--- config.mk ---
export PLATFORM = sky130hd
export DESIGN_NAME = stroke_point_simplifier_top
export DESIGN_NICKNAME = d
export VERILOG_FILES = /design/src/sv/sps_pkg.sv /design/src/sv/sps_mac.sv /design/src/sv/sps_seq.sv /design/src/sv/stroke_point_simplifier_top.sv
export VERILOG_INCLUDE_DIRS = /design/src /design/src/sv
export SDC_FILE = /design/constraint.sdc
export NUM_CORES = 2
export LEC_CHECK = 0
export BUFFER_PORTS_ARGS = -buffer_cell sky130_fd_sc_hd__buf_4
export CAP_MARGIN = 40
export CORE_UTILIZATION = 58
export DETAILED_ROUTE_END_ITERATION = 16
export PLACE_DENSITY = 0.86
export SLEW_MARGIN = 30
export SYNTH_ARGS = -nofsm -noshare
export SYNTH_HDL_FRONTEND = slang
export SYNTH_SLANG_ARGS = --single-unit
--- constraint.sdc ---
create_clock -name clk -period 7.8 [get_ports clk]
set_clock_uncertainty 0.05 [all_clocks]
set_input_delay 0.78 -clock clk [delete_from_list [all_inputs] [get_ports clk]]
set_output_delay 0.78 -clock clk [all_outputs]
set_load 0.01 [all_outputs]
--- src/sv/stroke_point_simplifier_top_defines.svh ---
// Assertion macros for the stroke simplifier top level
`ifndef STROKE_POINT_SIMPLIFIER_TOP_DEFINES_SVH
`define STROKE_POINT_SIMPLIFIER_TOP_DEFINES_SVH

// Same-cycle implication, sampled on clk, off while arst_n is low
`define SPS_ASSERT_NOW(name, ante, cons) \
	name: assert property (@(posedge clk) disable iff (!arst_n) (ante) |-> (cons)) \
		else $error("stroke simplifier check failed");

// Next-cycle implication, sampled on clk, off while arst_n is low
`define SPS_ASSERT_NEXT(name, ante, cons) \
	name: assert property (@(posedge clk) disable iff (!arst_n) (ante) |=> (cons)) \
		else $error("stroke simplifier check failed");

`endif

--- src/sv/sps_pkg.sv ---
package sps_pkg;

	// Coordinate width and derived arithmetic widths
	localparam int COORD_BITS = 12;
	localparam int MS_W       = 10;
	localparam int ST_W       = 7;
	localparam int SQ_W       = 2 * COORD_BITS + 1;   // sum of two squares, dot magnitude
	localparam int ACC_W      = 4 * COORD_BITS + 16;  // scaled squared products
	localparam int TT_W       = 2 * ST_W;
	localparam int DIGIT_W    = 4;
	localparam int KSCALE     = 10000;

	// Stream and configuration widths
	localparam int IN_TDATA_W  = ((2 * COORD_BITS + 7) / 8) * 8;
	localparam int IN_TUSER_W  = 1;
	localparam int OUT_TDATA_W = ((6 * COORD_BITS + 7) / 8) * 8;
	localparam int OUT_TUSER_W = 3;
	localparam int CFG_IDX_W   = 1;
	localparam int CFG_DATA_W  = MS_W;

	// Register indexes and reset values
	localparam logic [CFG_IDX_W-1:0] REG_MIN_SPACING = 1'b0;
	localparam logic [CFG_IDX_W-1:0] REG_STRAIGHT    = 1'b1;
	localparam logic [MS_W-1:0]      MS_RESET        = 10'd30;
	localparam logic [ST_W-1:0]      ST_RESET        = 7'd96;

	// Item kinds and kept-point limit
	localparam logic OP_POINT  = 1'b0;
	localparam logic OP_FINISH = 1'b1;
	localparam logic [1:0] ACCEPT_COUNT = 2'd3;

	typedef enum logic [2:0] {
		ACT_DROP    = 3'd0,
		ACT_APPEND  = 3'd1,
		ACT_REPLACE = 3'd2,
		ACT_ACCEPT  = 3'd3,
		ACT_REJECT  = 3'd4
	} sps_action_t;

	typedef enum logic [3:0] {
		ST_IDLE,
		ST_BOX,
		ST_D2X,
		ST_D2Y,
		ST_MS,
		ST_DOTX,
		ST_DOTY,
		ST_NAX,
		ST_NAY,
		ST_DD,
		ST_DDK,
		ST_TT,
		ST_NN,
		ST_NT,
		ST_RESULT
	} sps_state_t;

	typedef struct packed {
		logic [MS_W-1:0] min_spacing;
		logic [ST_W-1:0] straight_hundredths;
	} sps_cfg_t;

	typedef struct packed {
		logic                  op;
		logic [COORD_BITS-1:0] pos_x;
		logic [COORD_BITS-1:0] pos_y;
	} sps_item_t;

	typedef struct packed {
		logic [COORD_BITS-1:0] box_left;
		logic [COORD_BITS-1:0] box_top;
		logic [COORD_BITS-1:0] box_right;
		logic [COORD_BITS-1:0] box_bottom;
	} sps_box_t;

	localparam sps_box_t BOX_CLEAR = '{
		box_left:   {COORD_BITS{1'b1}},
		box_top:    {COORD_BITS{1'b1}},
		box_right:  {COORD_BITS{1'b0}},
		box_bottom: {COORD_BITS{1'b0}}
	};

	typedef struct packed {
		sps_action_t           action;
		logic [COORD_BITS-1:0] out_x;
		logic [COORD_BITS-1:0] out_y;
		sps_box_t              box;
	} sps_res_t;

	// Multiply-accumulate command and status
	typedef struct packed {
		logic             start;
		logic             accum;
		logic             neg;
		logic [ACC_W-1:0] a;
		logic [SQ_W-1:0]  b;
	} sps_mac_cmd_t;

	typedef struct packed {
		logic             busy;
		logic             done;
		logic [ACC_W-1:0] acc;
	} sps_mac_stat_t;

endpackage

--- src/sv/sps_mac.sv ---
// Digit-serial multiply-accumulate: one multiplier digit per cycle, LSB first
module sps_mac (
	input  logic                   clk,
	input  logic                   arst_n,
	input  sps_pkg::sps_mac_cmd_t  cmd,
	output sps_pkg::sps_mac_stat_t stat
);

	logic                      busy_q;
	logic                      neg_q;
	logic [sps_pkg::ACC_W-1:0] a_q;
	logic [sps_pkg::SQ_W-1:0]  b_q;
	logic [sps_pkg::ACC_W-1:0] acc_q;
	logic [sps_pkg::ACC_W-1:0] pp;
	logic                      last_digit;

	// Partial product of the shifted multiplicand and the current digit
	assign pp         = a_q * {{(sps_pkg::ACC_W - sps_pkg::DIGIT_W){1'b0}},
		b_q[sps_pkg::DIGIT_W-1:0]};
	assign last_digit = (b_q == '0);

	// Run until the multiplier has shifted out all of its set digits
	always_ff @(posedge clk or negedge arst_n) begin
		if (!arst_n) begin
			busy_q <= 1'b0;
		end else if (cmd.start) begin
			busy_q <= 1'b1;
		end else if (busy_q && last_digit) begin
			busy_q <= 1'b0;
		end
	end

	// Shift operands one digit and accumulate
	always_ff @(posedge clk) begin
		if (cmd.start) begin
			a_q   <= cmd.a;
			b_q   <= cmd.b;
			neg_q <= cmd.neg;
			if (!cmd.accum) begin
				acc_q <= '0;
			end
		end else if (busy_q && !last_digit) begin
			acc_q <= neg_q ? (acc_q - pp) : (acc_q + pp);
			a_q   <= a_q << sps_pkg::DIGIT_W;
			b_q   <= b_q >> sps_pkg::DIGIT_W;
		end
	end

	assign stat.busy = busy_q;
	assign stat.done = busy_q && last_digit;
	assign stat.acc  = acc_q;

endmodule

--- src/sv/sps_seq.sv ---
// Point sequencer: box tracking, spacing and collinearity tests, kept points
module sps_seq (
	input  logic               clk,
	input  logic               arst_n,
	input  logic               start,
	input  sps_pkg::sps_item_t item,
	input  sps_pkg::sps_cfg_t  cfg,
	input  logic               out_free,
	output logic               idle,
	output logic               res_valid,
	output sps_pkg::sps_res_t  res
);

	localparam int CW = sps_pkg::COORD_BITS;

	sps_pkg::sps_state_t    state_q, state_d;
	sps_pkg::sps_item_t     item_q;
	sps_pkg::sps_box_t      box_q, nbox;
	sps_pkg::sps_res_t      res_q;
	sps_pkg::sps_mac_cmd_t  cmd;
	sps_pkg::sps_mac_stat_t mac;
	sps_pkg::sps_action_t   dec_act;

	logic [1:0]                kept_q;
	logic [CW-1:0]             prev_x_q, prev_y_q, last_x_q, last_y_q;
	logic                      launch_q;
	logic [sps_pkg::SQ_W-1:0]  d2_q, dmag_q, na_q;
	logic                      dneg_q;
	logic [sps_pkg::ACC_W-1:0] lhs_q;
	logic [sps_pkg::TT_W-1:0]  tt_q;
	logic [sps_pkg::ACC_W-1:0] acc_neg;
	logic                      dec_valid;
	logic                      mac_state;

	logic [CW:0]   dx_full, dy_full, ax_full, ay_full;
	logic [CW-1:0] dxm, dym, axm, aym;
	logic          sdx, sdy, sax, say;

	sps_mac u_mac (
		.clk    (clk),
		.arst_n (arst_n),
		.cmd    (cmd),
		.stat   (mac)
	);

	// Signed differences against the last kept point, as sign and magnitude
	assign dx_full = {1'b0, item_q.pos_x} - {1'b0, last_x_q};
	assign dy_full = {1'b0, item_q.pos_y} - {1'b0, last_y_q};
	assign ax_full = {1'b0, prev_x_q} - {1'b0, last_x_q};
	assign ay_full = {1'b0, prev_y_q} - {1'b0, last_y_q};
	assign sdx     = dx_full[CW];
	assign sdy     = dy_full[CW];
	assign sax     = ax_full[CW];
	assign say     = ay_full[CW];
	assign dxm     = sdx ? CW'(-dx_full) : dx_full[CW-1:0];
	assign dym     = sdy ? CW'(-dy_full) : dy_full[CW-1:0];
	assign axm     = sax ? CW'(-ax_full) : ax_full[CW-1:0];
	assign aym     = say ? CW'(-ay_full) : ay_full[CW-1:0];
	assign acc_neg = -mac.acc;

	// Widen the box by the current point
	always_comb begin
		nbox = box_q;
		if (item_q.pos_x < box_q.box_left) begin
			nbox.box_left = item_q.pos_x;
		end
		if (item_q.pos_y < box_q.box_top) begin
			nbox.box_top = item_q.pos_y;
		end
		if (item_q.pos_x > box_q.box_right) begin
			nbox.box_right = item_q.pos_x;
		end
		if (item_q.pos_y > box_q.box_bottom) begin
			nbox.box_bottom = item_q.pos_y;
		end
	end

	// Operand selection, MAC launch and point decisions
	always_comb begin
		cmd       = '0;
		dec_valid = 1'b0;
		dec_act   = sps_pkg::ACT_APPEND;
		mac_state = state_q inside {sps_pkg::ST_D2X, sps_pkg::ST_D2Y, sps_pkg::ST_MS,
			sps_pkg::ST_DOTX, sps_pkg::ST_DOTY, sps_pkg::ST_NAX, sps_pkg::ST_NAY,
			sps_pkg::ST_DD, sps_pkg::ST_DDK, sps_pkg::ST_TT, sps_pkg::ST_NN, sps_pkg::ST_NT};
		cmd.start = mac_state && !launch_q;
		case (state_q)
			sps_pkg::ST_BOX: begin
				if (item_q.op == sps_pkg::OP_FINISH) begin
					dec_valid = 1'b1;
					dec_act   = (kept_q == sps_pkg::ACCEPT_COUNT) ?
						sps_pkg::ACT_ACCEPT : sps_pkg::ACT_REJECT;
				end else if (kept_q == 2'd0) begin
					dec_valid = 1'b1;
				end
			end
			sps_pkg::ST_D2X: begin
				cmd.a = sps_pkg::ACC_W'(dxm);
				cmd.b = sps_pkg::SQ_W'(dxm);
			end
			sps_pkg::ST_D2Y: begin
				cmd.a     = sps_pkg::ACC_W'(dym);
				cmd.b     = sps_pkg::SQ_W'(dym);
				cmd.accum = 1'b1;
			end
			sps_pkg::ST_MS: begin
				cmd.a = sps_pkg::ACC_W'(cfg.min_spacing);
				cmd.b = sps_pkg::SQ_W'(cfg.min_spacing);
				if (mac.done) begin
					if (sps_pkg::ACC_W'(d2_q) < mac.acc) begin
						dec_valid = 1'b1;
						dec_act   = sps_pkg::ACT_DROP;
					end else if (kept_q < 2'd2) begin
						dec_valid = 1'b1;
					end
				end
			end
			sps_pkg::ST_DOTX: begin
				cmd.a   = sps_pkg::ACC_W'(axm);
				cmd.b   = sps_pkg::SQ_W'(dxm);
				cmd.neg = sax ^ sdx;
			end
			sps_pkg::ST_DOTY: begin
				cmd.a     = sps_pkg::ACC_W'(aym);
				cmd.b     = sps_pkg::SQ_W'(dym);
				cmd.neg   = say ^ sdy;
				cmd.accum = 1'b1;
			end
			sps_pkg::ST_NAX: begin
				cmd.a = sps_pkg::ACC_W'(axm);
				cmd.b = sps_pkg::SQ_W'(axm);
			end
			sps_pkg::ST_NAY: begin
				cmd.a     = sps_pkg::ACC_W'(aym);
				cmd.b     = sps_pkg::SQ_W'(aym);
				cmd.accum = 1'b1;
				// Zero vector or non-obtuse turn never merges
				if (mac.done && ((mac.acc[sps_pkg::SQ_W-1:0] == '0) || (d2_q == '0) ||
						!dneg_q)) begin
					dec_valid = 1'b1;
				end
			end
			sps_pkg::ST_DD: begin
				cmd.a = sps_pkg::ACC_W'(dmag_q);
				cmd.b = dmag_q;
			end
			sps_pkg::ST_DDK: begin
				cmd.a = mac.acc;
				cmd.b = sps_pkg::SQ_W'(sps_pkg::KSCALE);
			end
			sps_pkg::ST_TT: begin
				cmd.a = sps_pkg::ACC_W'(cfg.straight_hundredths);
				cmd.b = sps_pkg::SQ_W'(cfg.straight_hundredths);
			end
			sps_pkg::ST_NN: begin
				cmd.a = sps_pkg::ACC_W'(na_q);
				cmd.b = d2_q;
			end
			sps_pkg::ST_NT: begin
				cmd.a = mac.acc;
				cmd.b = sps_pkg::SQ_W'(tt_q);
				if (mac.done) begin
					dec_valid = 1'b1;
					dec_act   = (lhs_q > mac.acc) ? sps_pkg::ACT_REPLACE : sps_pkg::ACT_APPEND;
				end
			end
			default: ;
		endcase
	end

	// Next state
	always_comb begin
		state_d = state_q;
		case (state_q)
			sps_pkg::ST_IDLE: begin
				if (start) begin
					state_d = sps_pkg::ST_BOX;
				end
			end
			sps_pkg::ST_BOX: begin
				state_d = dec_valid ? sps_pkg::ST_RESULT : sps_pkg::ST_D2X;
			end
			sps_pkg::ST_D2X: begin
				if (mac.done) begin
					state_d = sps_pkg::ST_D2Y;
				end
			end
			sps_pkg::ST_D2Y: begin
				if (mac.done) begin
					state_d = sps_pkg::ST_MS;
				end
			end
			sps_pkg::ST_MS: begin
				if (mac.done) begin
					state_d = dec_valid ? sps_pkg::ST_RESULT : sps_pkg::ST_DOTX;
				end
			end
			sps_pkg::ST_DOTX: begin
				if (mac.done) begin
					state_d = sps_pkg::ST_DOTY;
				end
			end
			sps_pkg::ST_DOTY: begin
				if (mac.done) begin
					state_d = sps_pkg::ST_NAX;
				end
			end
			sps_pkg::ST_NAX: begin
				if (mac.done) begin
					state_d = sps_pkg::ST_NAY;
				end
			end
			sps_pkg::ST_NAY: begin
				if (mac.done) begin
					state_d = dec_valid ? sps_pkg::ST_RESULT : sps_pkg::ST_DD;
				end
			end
			sps_pkg::ST_DD: begin
				if (mac.done) begin
					state_d = sps_pkg::ST_DDK;
				end
			end
			sps_pkg::ST_DDK: begin
				if (mac.done) begin
					state_d = sps_pkg::ST_TT;
				end
			end
			sps_pkg::ST_TT: begin
				if (mac.done) begin
					state_d = sps_pkg::ST_NN;
				end
			end
			sps_pkg::ST_NN: begin
				if (mac.done) begin
					state_d = sps_pkg::ST_NT;
				end
			end
			sps_pkg::ST_NT: begin
				if (mac.done) begin
					state_d = sps_pkg::ST_RESULT;
				end
			end
			sps_pkg::ST_RESULT: begin
				if (out_free) begin
					state_d = sps_pkg::ST_IDLE;
				end
			end
			default: state_d = sps_pkg::ST_IDLE;
		endcase
	end

	// Control and stroke state
	always_ff @(posedge clk or negedge arst_n) begin
		if (!arst_n) begin
			state_q  <= sps_pkg::ST_IDLE;
			launch_q <= 1'b0;
			box_q    <= sps_pkg::BOX_CLEAR;
			kept_q   <= 2'd0;
			prev_x_q <= '0;
			prev_y_q <= '0;
			last_x_q <= '0;
			last_y_q <= '0;
		end else begin
			state_q <= state_d;
			if (mac.done) begin
				launch_q <= 1'b0;
			end else if (cmd.start) begin
				launch_q <= 1'b1;
			end
			if (state_q == sps_pkg::ST_BOX && item_q.op == sps_pkg::OP_POINT) begin
				box_q <= nbox;
			end
			if (dec_valid) begin
				case (dec_act)
					sps_pkg::ACT_APPEND: begin
						prev_x_q <= last_x_q;
						prev_y_q <= last_y_q;
						last_x_q <= item_q.pos_x;
						last_y_q <= item_q.pos_y;
						if (kept_q != sps_pkg::ACCEPT_COUNT) begin
							kept_q <= kept_q + 2'd1;
						end
					end
					sps_pkg::ACT_REPLACE: begin
						last_x_q <= item_q.pos_x;
						last_y_q <= item_q.pos_y;
					end
					sps_pkg::ACT_ACCEPT, sps_pkg::ACT_REJECT: begin
						box_q    <= sps_pkg::BOX_CLEAR;
						kept_q   <= 2'd0;
						prev_x_q <= '0;
						prev_y_q <= '0;
						last_x_q <= '0;
						last_y_q <= '0;
					end
					default: ;
				endcase
			end
		end
	end

	// Hold the item, intermediate results and the finished result
	always_ff @(posedge clk) begin
		if (state_q == sps_pkg::ST_IDLE && start) begin
			item_q <= item;
		end
		if (mac.done) begin
			case (state_q)
				sps_pkg::ST_D2Y: d2_q <= mac.acc[sps_pkg::SQ_W-1:0];
				sps_pkg::ST_DOTY: begin
					dneg_q <= mac.acc[sps_pkg::ACC_W-1];
					dmag_q <= acc_neg[sps_pkg::SQ_W-1:0];
				end
				sps_pkg::ST_NAY: na_q  <= mac.acc[sps_pkg::SQ_W-1:0];
				sps_pkg::ST_DDK: lhs_q <= mac.acc;
				sps_pkg::ST_TT:  tt_q  <= mac.acc[sps_pkg::TT_W-1:0];
				default: ;
			endcase
		end
		if (dec_valid) begin
			res_q.action <= dec_act;
			if (dec_act == sps_pkg::ACT_APPEND || dec_act == sps_pkg::ACT_REPLACE) begin
				res_q.out_x <= item_q.pos_x;
				res_q.out_y <= item_q.pos_y;
			end else begin
				res_q.out_x <= '0;
				res_q.out_y <= '0;
			end
			if (state_q == sps_pkg::ST_BOX && item_q.op == sps_pkg::OP_POINT) begin
				res_q.box <= nbox;
			end else begin
				res_q.box <= box_q;
			end
		end
	end

	assign idle      = (state_q == sps_pkg::ST_IDLE);
	assign res_valid = (state_q == sps_pkg::ST_RESULT);
	assign res       = res_q;

endmodule

--- src/sv/stroke_point_simplifier_top.sv ---
// Channel    | Handshake                     | Payload
// -----------+-------------------------------+---------------------------------------
// input      | s_axis_tvalid / s_axis_tready | tdata: pos_x, pos_y; tuser: op
// result     | m_axis_tvalid / m_axis_tready | tdata: out_x .. box_bottom; tuser: action
// register   | cfg_valid / cfg_ready         | cfg_index, cfg_data
//
// One item at a time. A finish is settled in the box state; a point settled by the spacing test
// first runs the squared-distance products, and one that runs the full collinearity test also
// the dot, norm and threshold products, all on the 4-bit digit-serial multiply-accumulate unit
// shared by every product. arst_n clears the registers to spacing 30 and threshold 96 and
// empties the stroke. A result waits in the output register while the next item is taken in.
`include "stroke_point_simplifier_top_defines.svh"

module stroke_point_simplifier_top (
	input  logic                              clk,
	input  logic                              arst_n,
	input  logic                              s_axis_tvalid,
	output logic                              s_axis_tready,
	input  logic [sps_pkg::IN_TDATA_W-1:0]    s_axis_tdata,   // pos_x, pos_y
	input  logic [sps_pkg::IN_TUSER_W-1:0]    s_axis_tuser,   // op
	output logic                              m_axis_tvalid,
	input  logic                              m_axis_tready,
	// out_x, out_y, box_left, box_top, box_right, box_bottom
	output logic [sps_pkg::OUT_TDATA_W-1:0]   m_axis_tdata,
	output logic [sps_pkg::OUT_TUSER_W-1:0]   m_axis_tuser,   // action
	input  logic                              cfg_valid,
	output logic                              cfg_ready,
	input  logic [sps_pkg::CFG_IDX_W-1:0]     cfg_index,
	input  logic [sps_pkg::CFG_DATA_W-1:0]    cfg_data
);

	localparam int CW = sps_pkg::COORD_BITS;

	sps_pkg::sps_cfg_t  cfg_q;
	sps_pkg::sps_item_t item;
	sps_pkg::sps_res_t  res, out_q;
	logic               seq_idle, res_valid, out_valid_q, out_free, in_xfer;

	// Take register writes at any time
	assign cfg_ready = 1'b1;

	always_ff @(posedge clk or negedge arst_n) begin
		if (!arst_n) begin
			cfg_q.min_spacing         <= sps_pkg::MS_RESET;
			cfg_q.straight_hundredths <= sps_pkg::ST_RESET;
		end else if (cfg_valid && cfg_ready) begin
			case (cfg_index)
				sps_pkg::REG_MIN_SPACING: cfg_q.min_spacing <= cfg_data[sps_pkg::MS_W-1:0];
				sps_pkg::REG_STRAIGHT:
					cfg_q.straight_hundredths <= cfg_data[sps_pkg::ST_W-1:0];
				default: ;
			endcase
		end
	end

	// Unpack the input transfer
	assign s_axis_tready = seq_idle;
	assign in_xfer       = s_axis_tvalid && s_axis_tready;
	assign item.op       = s_axis_tuser[0];
	assign item.pos_x    = s_axis_tdata[CW-1:0];
	assign item.pos_y    = s_axis_tdata[2*CW-1:CW];

	sps_seq u_seq (
		.clk       (clk),
		.arst_n    (arst_n),
		.start     (in_xfer),
		.item      (item),
		.cfg       (cfg_q),
		.out_free  (out_free),
		.idle      (seq_idle),
		.res_valid (res_valid),
		.res       (res)
	);

	// Output register: load when empty or draining
	assign out_free = !out_valid_q || m_axis_tready;

	always_ff @(posedge clk or negedge arst_n) begin
		if (!arst_n) begin
			out_valid_q <= 1'b0;
		end else if (res_valid && out_free) begin
			out_valid_q <= 1'b1;
		end else if (m_axis_tready) begin
			out_valid_q <= 1'b0;
		end
	end

	always_ff @(posedge clk) begin
		if (res_valid && out_free) begin
			out_q <= res;
		end
	end

	assign m_axis_tvalid = out_valid_q;
	assign m_axis_tuser  = out_q.action;
	assign m_axis_tdata  = sps_pkg::OUT_TDATA_W'({out_q.box.box_bottom, out_q.box.box_right,
		out_q.box.box_top, out_q.box.box_left, out_q.out_y, out_q.out_x});

	// One item in flight: the sequencer is busy right after an input transfer
	`SPS_ASSERT_NEXT(a_one_in_flight, in_xfer, !s_axis_tready)
	// A result held back by a full output register stays offered
	`SPS_ASSERT_NEXT(a_res_held, res_valid && out_valid_q && !m_axis_tready, res_valid)
	// Dropped points and finish results carry zero coordinates
	`SPS_ASSERT_NOW(a_zero_coords, out_valid_q && (out_q.action == sps_pkg::ACT_DROP ||
		out_q.action == sps_pkg::ACT_ACCEPT || out_q.action == sps_pkg::ACT_REJECT),
		out_q.out_x == '0 && out_q.out_y == '0)
	// A kept point lies inside the reported box
	`SPS_ASSERT_NOW(a_point_in_box, out_valid_q && (out_q.action == sps_pkg::ACT_APPEND ||
		out_q.action == sps_pkg::ACT_REPLACE), out_q.box.box_left <= out_q.out_x &&
		out_q.out_x <= out_q.box.box_right && out_q.box.box_top <= out_q.out_y &&
		out_q.out_y <= out_q.box.box_bottom)

endmodule

==> impl_metrics.xml <==
<?xml version="1.0" encoding="UTF-8"?>
<metrics>
  <group name="pwr">
    <metric name="total_switching_power" unit="W">0.00679</metric>
    <metric name="power.static_leakage" unit="nW">21.9</metric>
    <metric name="clockPowerShare" unit="">0.208</metric>
    <metric name="comb_power_share" unit="">0.480</metric>
    <metric name="maximum_vdd_drop" unit="V">0.000316</metric>
    <metric name="p_int" unit="W">0.00946</metric>
    <metric name="total_power" unit="W">0.0163</metric>
    <metric name="power_per_cell_area" unit="nW/um^2">321</metric>
    <metric name="sw_frac_of_total" unit="">0.418</metric>
    <metric name="p_seq_frac" unit="">0.312</metric>
  </group>
  <group name="setup_path">
    <metric name="cp_num_buf_inv" unit="">4</metric>
    <metric name="worst-setup-path-type" unit="">flop to flop</metric>
    <metric name="crit_path_top_delay_cell" unit="">sky130_fd_sc_hd__fa_1</metric>
    <metric name="reg2reg_setup_slack" unit="ns">-0.37</metric>
    <metric name="setup.worst_path.end" unit="">u_seq.u_mac.acc_q[63]</metric>
    <metric name="worst-path-max-fanout" unit="">6</metric>
    <metric name="critPathLaunchType" unit="">flop</metric>
    <metric name="crit-reg2reg-capture" unit="">u_seq.u_mac.acc_q[63]</metric>
    <metric name="endpoint_kind" unit="">flop</metric>
    <metric name="timing.critical_path.required" unit="ns">8.08</metric>
    <metric name="worst_r2r_path_depth" unit="">31</metric>
    <metric name="critical_path.most_common_cell" unit="">sky130_fd_sc_hd__xnor2_1</metric>
    <metric name="cp.arrival" unit="ns">8.45</metric>
    <metric name="worst_setup_path_startpoint" unit="">u_seq.u_mac.b_q[2]</metric>
    <metric name="critPathMaxStageDelay" unit="ns">0.55</metric>
    <metric name="worst_r2r_startpoint" unit="">u_seq.u_mac.b_q[2]</metric>
    <metric name="crit_family" unit="">compound AO/OA/AOI/OAI gates</metric>
    <metric name="crit_cells" unit="">31</metric>
  </group>
  <group name="cells_and_area">
    <metric name="drive_above_1_share" unit="">0.190</metric>
    <metric name="layout-area-overhead-vs-synth" unit="%">19.5</metric>
    <metric name="final_cell_count_without_fillers" unit="">5759</metric>
    <metric name="finalCoreUtilization" unit="">0.704</metric>
    <metric name="final_net_count" unit="">5236</metric>
  </group>
  <group name="placement">
    <metric name="buffers_added_on_ports" unit="">117</metric>
    <metric name="dp_slack" unit="ns">-0.322</metric>
    <metric name="place_inst" unit="">5569</metric>
    <metric name="place_hpwl" unit="um">91100</metric>
    <metric name="gp_congestion" unit="">1.03</metric>
  </group>
  <group name="sta">
    <metric name="tns" unit="ns">-2.63</metric>
    <metric name="timing_worst_slew_pin_value" unit="ns">0.961</metric>
    <metric name="finalSetupViolCount" unit="">15</metric>
    <metric name="rsz0062_at_grt" unit="">yes</metric>
    <metric name="fmax" unit="GHz">0.122</metric>
    <metric name="slew_viol_final" unit="">0</metric>
    <metric name="setup_ws" unit="ns">-0.371</metric>
    <metric name="layout_min_cycle_time" unit="ns">8.17</metric>
    <metric name="finalHoldViolCount" unit="">0</metric>
    <metric name="final.period_utilization" unit="">1.05</metric>
    <metric name="max-slew-margin-rel" unit="">0.359</metric>
  </group>
  <group name="cts">
    <metric name="ctsHtreeMaxLevel" unit="">3</metric>
    <metric name="clock_latency" unit="ns">0.66</metric>
    <metric name="numCtsBuffers" unit="">68</metric>
    <metric name="clk_pin_slew_worst_paths" unit="ns">0.07</metric>
    <metric name="clockBufferDepth" unit="">3</metric>
    <metric name="tritoncts_clock_tree" unit="">yes</metric>
    <metric name="clock-root-buffer" unit="">sky130_fd_sc_hd__clkbuf_16</metric>
    <metric name="numClockSinks" unit="">605</metric>
  </group>
  <group name="grt">
    <metric name="grt_first_pass_wirelength" unit="um">198000</metric>
    <metric name="global_route.peak_usage_layer" unit="">met2</metric>
    <metric name="gr-usage-met2" unit="">0.527</metric>
    <metric name="globalRouteOverflowTotal" unit="">0</metric>
    <metric name="grt_start_max_net_pins" unit="">72</metric>
    <metric name="antenna_found_initial" unit="">4</metric>
    <metric name="grt_usage" unit="">0.339</metric>
    <metric name="use_met3" unit="">0.0779</metric>
    <metric name="global_routing_met1_resource_utilization" unit="">0.468</metric>
    <metric name="vias_in_the_first_global_route" unit="">35800</metric>
  </group>
  <group name="floorplanning">
    <metric name="floorplan.initialDensity" unit="">0.589</metric>
    <metric name="rows" unit="">98</metric>
    <metric name="die_area" unit="sq um">74200</metric>
    <metric name="floorplan.die.height" unit="um">272</metric>
    <metric name="die_w" unit="um">272</metric>
    <metric name="core_area" unit="sq um">72000</metric>
    <metric name="ios" unit="">119</metric>
  </group>
  <group name="synth">
    <metric name="seq_area_frac_synth" unit="">0.415</metric>
    <metric name="netlist_area" unit="sq um">42400</metric>
    <metric name="synth_enable_flop_cells" unit="">483</metric>
    <metric name="ys_ff_latch" unit="">605</metric>
    <metric name="synth-async-reset-ratio" unit="">0.202</metric>
    <metric name="synth_most_common_cell" unit="">sky130_fd_sc_hd__edfxtp_1</metric>
    <metric name="yosysWarningCount" unit="">0</metric>
    <metric name="yosys_most_used_dff" unit="">sky130_fd_sc_hd__edfxtp_1</metric>
    <metric name="syn-num-nets" unit="">4758</metric>
    <metric name="syn-instance-count" unit="">4274</metric>
    <metric name="yosysUniqueCellTypes" unit="">90</metric>
    <metric name="mean_cell_area_of_the_mapped_netlist" unit="sq um">9.93</metric>
    <metric name="synth_commonest_cells" unit="">483 x sky130_fd_sc_hd__edfxtp_1, 390 x sky130_fd_sc_hd__nand2_1, 387 x sky130_fd_sc_hd__inv_1</metric>
    <metric name="synth_top_cells_by_area" unit="">sky130_fd_sc_hd__edfxtp_1 34%, sky130_fd_sc_hd__ha_1 9.3%, sky130_fd_sc_hd__fa_1 5.9%, sky130_fd_sc_hd__dfrtp_1 5.4%, sky130_fd_sc_hd__xnor2_1 3.6%</metric>
    <metric name="yosys.area.top_type" unit="">sky130_fd_sc_hd__edfxtp_1</metric>
    <metric name="yosysTopAreaCellShare" unit="">0.342</metric>
  </group>
  <group name="job">
    <metric name="max_capacitance_violation_count" unit="">0</metric>
  </group>
  <group name="detailed_routing">
    <metric name="drt-pass1-iter-count" unit="">8</metric>
    <metric name="route.final.wire_length" unit="um">130000</metric>
    <metric name="routedWlPerCell" unit="um">22.6</metric>
    <metric name="vias_per_cell" unit="">6.40</metric>
    <metric name="route.vias.total" unit="">36800</metric>
    <metric name="number_of_design_rule_violations_left_by_the_first_detailed_router_iteration" unit="">4853</metric>
    <metric name="antenna_left" unit="">0</metric>
    <metric name="drt_drc_violations_left" unit="">0</metric>
  </group>
  <group name="status">
    <metric name="outcome" unit="">finished with violations</metric>
    <metric name="violations" unit="">negative setup slack</metric>
  </group>
  <group name="worst_hold_path">
    <metric name="holdCritPathClass" unit="">input pin to asynchronous set/reset pin</metric>
  </group>
</metrics>
==> power groups by stage <==
stage / sequential, W / combinational [W] / clock [W]
6_report: 0.00507 / 0.00781 / 0.00338
5_1_grt: 0.00510 / 0.00837 / 0.00351
4_1_cts: 0.00502 / 0.00722 / 0.00339
3_5_place_dp: 0.00506 / 0.00699 / 0
3_3_place_gp: 0.00503 / 0.00674 / 0
2_1_floorplan: 0.00476 / 0.00478 / 0
==> sequential cells by signal, summed over array words and instances (netlist names), 2 cells and up <==
| register | cells |
|---|---|
| u_seq.item_q | 25 |
| u_seq.na_q | 25 |
| u_seq.tt_q | 14 |
| u_seq.d2_q | 25 |
| u_seq.last_x_q | 12 |
| u_seq.last_y_q | 12 |
| cfg_q | 17 |
| m_axis_tuser | 3 |
| u_seq.box_q | 48 |
| u_seq.u_mac.a_q | 64 |
| u_seq.prev_y_q | 12 |
| u_seq.dmag_q | 25 |
| u_seq.lhs_q | 64 |
| u_seq.u_mac.b_q | 25 |
| m_axis_tdata | 72 |
| u_seq.kept_q | 2 |
| u_seq.prev_x_q | 12 |
| u_seq.u_mac.acc_q | 64 |
| u_seq.state_q | 4 |
| u_seq.res | 75 |
==> cell type report <==
type,instances,area [sq um]
fill,4917,21300
clock buffer,80,1780
antenna,1,2.50
timing repair buffer,567,4510
sequential,605,17600
clock inverter,46,566
inverter,389,1460
multi-input combinational,3121,23600
tap,950,1190
==> logic make-up (layout without fill, tap and decap cells) <==
logic type                 count (synthesis)  after routing  share of synthesized area
other                                      1              2                  0.0000884
muxes                                     51             51                     0.0133
xor gates and xnor gates                 268            268                     0.0553
buffers and inverters                    548           1082                     0.0486
adders and majority gates                443            443                      0.153
DFF                                      605            605                      0.415
and+or+nand+nor                         1367           1367                      0.161
AOI/OAI and AO/OA                        991            991                      0.154
==> placed cells by master, fill, tap and decap left out, types with 134 or more instances in the layout <==
cell type and n:
sky130_fd_sc_hd__edfxtp_1 483, sky130_fd_sc_hd__a21oi_1 225, sky130_fd_sc_hd__a21o_1 134, sky130_fd_sc_hd__ha_1 310, sky130_fd_sc_hd__xnor2_1 172, sky130_fd_sc_hd__and2_1 202, sky130_fd_sc_hd__buf_4 528, sky130_fd_sc_hd__nor2_1 256
sky130_fd_sc_hd__inv_1 384, sky130_fd_sc_hd__nand2_1 385, sky130_fd_sc_hd__o21ai_0 178
==> through the flow <==
stage | cell area [sq um] | hold slack, ns
2_1_floorplan | 42500 | 0.350
3_3_place_gp | 46900 | 0.351
3_5_place_dp | 47000 | 0.355
4_1_cts | 49600 | 0.110
5_1_grt | 50700 | 0.152
6_report | 50700 | 0.102
==> metal layers <==
metal,up-vias,share of wire
li1,16300,-
met1,17800,0.39
met2,2400,0.45
met3,349,0.12
met4,4,0.034
met5,-,0.00022
==> worst min path at each step <==
| stage | to | depth (start not counted) |
|---|---|---|
| 2_1_floorplan | m_axis_tdata[0] | 0 |
| 3_3_place_gp | m_axis_tdata[3] | 0 |
| 3_5_place_dp | m_axis_tdata[23] | 0 |
| 4_1_cts | u_seq.last_y_q[4] | 1 |
| 5_1_grt | cfg_q[2] | 1 |
| 6_report | cfg_q[16] | 1 |
==> what timing repair did <==
| action | 4_1_cts | 5_1_grt |
|---|---|---|
| hold buffers | 0 | 0 |
| buffers inserted | 15 | 49 |
| gates cloned | 0 | 3 |
| setup endpoints to repair | 15 | 25 |
| gates resized for setup | 47 | 140 |
| pin swaps | 25 | 82 |
(Power assumes the default switching activity.)
